### config.mk
export PLATFORM = sky130hd
export DESIGN_NAME = amrt_front
export DESIGN_NICKNAME = d
export VERILOG_FILES = /design/src/rtl/core/amrt_pkg.sv /design/src/rtl/core/amrt_front.sv
export SDC_FILE = /design/constraint.sdc
export NUM_CORES = 1
export LEC_CHECK = 0
export CAP_MARGIN = 30
export CORE_MARGIN = 4
export CORE_UTILIZATION = 46
export DETAILED_ROUTE_END_ITERATION = 8
export DONT_BUFFER_PORTS = 1
export PLACE_DENSITY_LB_ADDON = 0.3
export SLEW_MARGIN = 15
export SYNTH_ARGS = -nofsm -noshare
export SYNTH_HDL_FRONTEND = slang
export SYNTH_SLANG_ARGS = --single-unit
### constraint.sdc
create_clock -name clk -period 4.7 [get_ports clk]
set_input_delay 0.47 -clock clk [delete_from_list [all_inputs] [get_ports clk]]
set_output_delay 0.47 -clock clk [all_outputs]
set_load 0.05 [all_outputs]
### src/rtl/core/amrt_pkg.sv
// ----------------------------------------------------------------------------
// amrt_pkg: shared types and constants for the approximate-match row unit
// Holds the beat formats of the item, command and result channels, the
// configuration register indexes and the cell arithmetic helpers.
// ----------------------------------------------------------------------------
package amrt_pkg;

  localparam int CELL_W      = 11;
  localparam int CFG_IDX_W   = 2;
  localparam int CFG_DATA_W  = 11;
  localparam int POS_W       = 10;
  localparam int SYM_W       = 8;
  localparam int QUEUE_DEPTH = 4;

  localparam logic [CELL_W-1:0] CELL_MAX = {CELL_W{1'b1}};

  localparam logic [CFG_IDX_W-1:0] REG_TEXT_LENGTH = 2'd0;
  localparam logic [CFG_IDX_W-1:0] REG_THRESHOLD   = 2'd1;

  localparam logic [CFG_DATA_W-1:0] TEXT_LENGTH_RESET = 11'd1;
  localparam logic [CFG_DATA_W-1:0] THRESHOLD_RESET   = 11'd1;

  typedef enum logic [0:0] {
    OP_TEXT = 1'b0,
    OP_ROW  = 1'b1
  } op_t;

  typedef struct packed {
    logic             action;
    logic [POS_W-1:0] text_position;
    logic [SYM_W-1:0] symbol;
    logic             start_req;
    logic             last;
  } item_t;

  typedef struct packed {
    op_t              op;
    logic [POS_W-1:0] text_position;
    logic [SYM_W-1:0] symbol;
    logic             start_req;
    logic             last;
  } cmd_t;

  typedef struct packed {
    logic [CELL_W-1:0] row_number;
    logic              row_passes;
    logic [CELL_W-1:0] first_passing_row;
    logic              final_res;
  } result_t;

  // Values above the cell range behave like the saturated cell value.
  function automatic logic [CELL_W-1:0] cell_clamp(input logic [31:0] v);
    return (v > 32'(CELL_MAX)) ? CELL_MAX : v[CELL_W-1:0];
  endfunction

endpackage

### src/rtl/core/amrt_front.sv
// ----------------------------------------------------------------------------
// amrt_front: item intake and command queue
// Accepts input beats, turns them into text-write or row commands, drops
// text writes outside the store and queues the rest for the row engine.
// ----------------------------------------------------------------------------
module amrt_front #(
  parameter int MAX_TEXT    = 1024,
  parameter int SYMBOL_BITS = 8
) (
  input  logic           clk,
  input  logic           rst,
  input  amrt_pkg::item_t item,
  input  logic           item_valid,
  output logic           item_ready,
  output amrt_pkg::cmd_t cmd,
  output logic           cmd_valid,
  input  logic           cmd_ready
);

  localparam int QAW = $clog2(amrt_pkg::QUEUE_DEPTH);
  localparam int QCW = QAW + 1;

  amrt_pkg::cmd_t queue [amrt_pkg::QUEUE_DEPTH];
  logic [QAW-1:0] wr_ptr;
  logic [QAW-1:0] rd_ptr;
  logic [QCW-1:0] count;

  amrt_pkg::cmd_t cmd_in;
  logic           keep;
  logic           push;
  logic           pop;

  always_comb begin
    cmd_in.op            = item.action ? amrt_pkg::OP_ROW : amrt_pkg::OP_TEXT;
    cmd_in.text_position = item.text_position;
    cmd_in.symbol        = item.symbol & amrt_pkg::SYM_W'((1 << SYMBOL_BITS) - 1);
    cmd_in.start_req     = item.action & item.start_req;
    cmd_in.last          = item.last;
  end

  assign keep       = item.action || (32'(item.text_position) < MAX_TEXT);
  assign item_ready = (count != QCW'(amrt_pkg::QUEUE_DEPTH));
  assign cmd_valid  = (count != '0);
  assign cmd        = queue[rd_ptr];
  assign push       = item_valid && item_ready && keep;
  assign pop        = cmd_valid && cmd_ready;

  always_ff @(posedge clk) begin
    if (push) begin
      queue[wr_ptr] <= cmd_in;
    end
  end

  always_ff @(posedge clk) begin
    if (rst) begin
      wr_ptr <= '0;
      rd_ptr <= '0;
      count  <= '0;
    end else begin
      if (push) begin
        wr_ptr <= wr_ptr + QAW'(1);
      end
      if (pop) begin
        rd_ptr <= rd_ptr + QAW'(1);
      end
      case ({push, pop})
        2'b10: count <= count + QCW'(1);
        2'b01: count <= count - QCW'(1);
        default: count <= count;
      endcase
    end
  end

endmodule

==> Yosys cells after proc, flatten, opt, wreduce, memory -nomap -nowiden <==
Memory sizes are Yosys's and may differ from the RTL's. A register that Yosys moved wholly into a read port is not among the register bits.
Cells that the tools add are included.
{ "classes": {"add_sub_neg": 4, "eq_ne": 3, "n_mux": 6, "bitwise_logic": 1, "reduce_logical": 4} }
{ "ops": {"columns": ["cell", "count"], "rows": [
  ["$pmux 3 s2", 1],
  ["$add 2x1->2 const B", 2],
  ["$mux 2", 2],
  ["$add 3x1->3 const B", 1],
  ["$mux 1", 3],
  ["$ne 3x3->1 const B", 1],
  ["$reduce_bool 3->1", 1],
  ["$sub 3x1->3 const B", 1],
  ["$eq 2x1->1 const B", 1],
  ["$eq 2x2->1 const B", 1],
  ["$logic_and 1x1->1", 2],
  ["$reduce_bool 2->1", 1],
  ["$and 1x1->1", 1]
]} }
{ "totals": {"regBits": 7, "ram_bits": 84, "out_inout_bits": 23, "word_cells": 22, "n_memories": 1} }
{ "memory_table": {"columns": ["memory", "words", "width", "rd", "rd_ports_with_merged_regs", "write_ports", "line_no", "text"], "rows": [
  ["queue", 4, 21, 1, 1, 1, "amrt_front.sv:23", "amrt_pkg::cmd_t queue [amrt_pkg::QUEUE_DEPTH];"]
]} }

==> Depth between registers and ports, before layout <==
{ "logic_depth": {"ltp_word": 4, "depth_mapped": 9, "depth_no_buf": 9} }

==> Worst setup path after synthesis <==
Ideal clock, no wire load.
{ "synth_timing": {"path_kind": "input port to flip-flop", "from": "input item_valid", "to": "register count[2]", "t_arrival_ns": 1.815, "required_ns": 4.630, "slack_ns": 2.815, "stages": 8, "path_cell_list": "a21boi_4 -> inv_1 -> ha_1 -> inv_1 -> fa_1 -> xor2_1 -> or3_1 -> a21oi_1"} }
{ "synth_via": {"elab_chain_len": 3, "word_cells_on_any_way": 5} }
{ "synth_lines": {"columns": ["element", "line_no", "text"], "rows": [
  ["start, declared", "amrt_front.sv:13", "input logic item_valid,"],
  ["$logic_and 1x1->1 *", "amrt_front.sv:45", "assign push = item_valid && item_ready && keep;"],
  ["$eq 2x1->1 or $eq 2x2->1 (tied branches)", "amrt_front.sv:66", "case ({push, pop})"],
  ["$pmux 3 s2 or $reduce_bool 2->1 (tied branches)", null, null],
  ["end signal, assigned", "amrt_front.sv:67", "2'b10: count <= count + QCW'(1);"],
  ["end signal, assigned", "amrt_front.sv:68", "2'b01: count <= count - QCW'(1);"],
  ["end signal, assigned", "amrt_front.sv:69", "default: count <= count;"],
  ["end, declared", "amrt_front.sv:26", "logic [QCW-1:0] count;"]
]} }
Every way passes the cells marked *; elsewhere a longest branch is shown, timed or not.
A chain may end at the register's enable or synchronous reset.

==> run summary <==
Synthesis-to-finish area growth - 10.5%
Slew @ Worst Pin - 0.750 ns
Slew margin rel. - 50.0%
Sw power - 807 uW
Worst path cell trace - mux4_1
Most common cell after layout, fill and taps aside - edfxtp_1
Root Buffer - clkbuf_8
Worst clock skew - 0.00599 ns
Sum of negative setup slack - 0 ns
Initial DRC Count - 42
Crit-path max cell delay - 0.92 ns
Critical path launch point type - flip-flop
Max FO, Critical Path - 21
Comb pwr share - 30.0%
Wire length per cell - 19.8 um
FMAX - 391 MHz
Critical Path RT - 4.23 ns
Pleak - 0.00123 uW
DP HPWL - 3720 um
GRT Total Usage - 13.1%
Initial antenna violation count - 0
Number of buffers added on ports - 0
First-pass GRT wire length - 8360 um
Die span in y - 95.5 um
Reg clk slew, reported paths - 0.08 ns
Slowest CP cell - mux4_1
FF+latch area - 2700 um^2
Clock power share - 21.6%
Top Ports - 48
Detailed-route via count - 1474
Max-slew violations - 0
Hold Fails Final Rpt - 0
Sw Ratio - 35.9%
Buf+Inv Stages, Crit Path - 0
Post-CTS Setup Inserts - 0
Flop pwr share - 48.4%
Met3 usage - 6.55%
Most frequent cells in the layout - 84 x edfxtp_1, 20 x mux4_2, 9 x clkbuf_8
PwrDens - 578 nW/um^2
Met1 Use GR - 13.6%
Post-synth net total - 193
Period Utilization, post-route - 54.4%
Core footprint - 7330 um^2
Final min period - 2.56 ns
Met2 usage - 22.7%
Hold Buf Count CTS - 0
Critical path capture point type - primary output
Clk_lat worst skew - 0.33 ns
Nets - 204
Die area - 9130 um^2
Seq cells post-synth - 93
# diodes - 0
Yosys cell types - 25
Number of synthesis warnings - 0
Num CTS Buffers - 9
H-tree levels - 3
Final instance area - 3890 um^2
Initial Util - 48.1%
Detailed Routing Iterations Pass 1 - 4
Vias in the first global route - 1564
ANT nets after route - 0
Drt drc - 0
Post-Route WL - 5460 um
Gate count after technology mapping - 162
Number of max-cap violations - 0
VDD IR max - 0.000294 V
Internal - 1440 uW
Multi-input logic area - 763 um^2
Sequential element share of the synthesized area - 76.7%
CTS tree - done
Routability cong. - 0.581
Filler instances - 544
# rows - 31
Longest Clk Path Bufs - 2
Outcome - complete, no violations
Die W - 95.5 um
Avg Cell Area, Syn - 21.8 um^2
Final-report setup violation count - 0
Post-Syn Area - 3520 um^2
Worst setup path category - reg2out
CTS sink cnt - 93
Post-CTS Resized - 0
Top delay family on crit path - multiplexers
Share of cells above drive strength 1 - 22.6%
Busiest grt layer - met2
WP data arrival - 2.09 ns
Number of vias per cell - 5.34
Placed Area - 3700 um^2
HP Class - in2reg
Unrepaired setup endpoints after global routing - no
Largest net degree at the start of global routing - 22
Congestion Overflow GR - 0
[power groups by stage]
stage | Combinational (uW) | Clock, uW | Sequential (uW)
3_3_place_gp | 642 | 0 | 1110
4_1_cts | 676 | 496 | 1100
6_report | 674 | 486 | 1090
5_1_grt | 708 | 534 | 1110
3_5_place_dp | 674 | 0 | 1120
2_1_floorplan | 660 | 0 | 1050
[synthesized netlist by cell type (all sizes together)]
library cell	instances	area, um^2
a21boi	1	18.8
a21oi	2	10.0
and2	5	31.3
buf	4	32.5
clkbuf	1	3.75
dfxtp	9	180
edfxtp	84	2520
fa	1	20.0
ha	5	62.6
inv	6	22.5
mux2	1	11.3
mux2i	1	10.0
mux4	21	477
nand2	1	3.75
nand2b	2	12.5
nor2	9	36.3
o21ai	1	5.00
o311ai	1	8.76
o31a	1	8.76
or3	2	12.5
xnor2	1	8.76
xor2	3	26.3
[worst paths after layout]
path / slack, ns / cells past startpoint / from / to
worst min-delay path: 0.19 / 1 / rst / flip-flop
worst max register to register: 2.54 / 9 / count[1] / count[2]
worst max-delay path: 2.14 / 1 / flip-flop / cmd[18]
worst min register to register: 0.52 / 2 / wr_ptr[1] / wr_ptr[1]
[area by class of cell]
cell class | count | area share, %
Sequential cell | 93 | 69.4
Timing Repair Buffer | 5 | 2.57
Inverter | 6 | 0.578
Clock buffer | 10 | 3.28
Clock inverter | 5 | 1.35
Tap cell | 99 | 3.18
Multi-Input combinational cell | 58 | 19.6
[logic make-up (layout without fill, tap and decap cells)]
| kind of cell | after synthesis | in the layout | synth area share [%] |
|---|---|---|---|
| xor gates and xnor gates | 4 | 4 | 0.994 |
| adders and majority gates | 6 | 6 | 2.34 |
| and+or+nand+nor | 19 | 19 | 2.73 |
| AOI/OAI and AO/OA | 6 | 6 | 1.46 |
| DFF | 93 | 93 | 76.7 |
| muxes | 23 | 23 | 14.1 |
| buffers and inverters | 11 | 26 | 1.67 |
[through the flow]
stage               utilization [%]  hold WS (ns)  setup slack [ns]  power (uW)  cells
floorplan                         -         0.482              2.82        1710    162
global placement               49.3         0.489              2.45        1760    256
detailed placement             50.5         0.516              2.45        1790    260
CTS                            52.9         0.169              2.06        2270    275
global route                   53.1         0.156              1.97        2350    276
finish                         53.1         0.188              2.14        2250    276
[flip-flops by register name (all words and copies together) (netlist names), named ones only]
signal	cells
queue	84
count	3
rd_ptr	2
wr_ptr	2
[metal layers]
metal,wire length [um],vias to the layer above
met5,0,-
met4,31,0
met3,423,4
met2,2960,47
met1,2040,751
li1,-,672
Note: power is estimated with default switching activity, not from simulation.
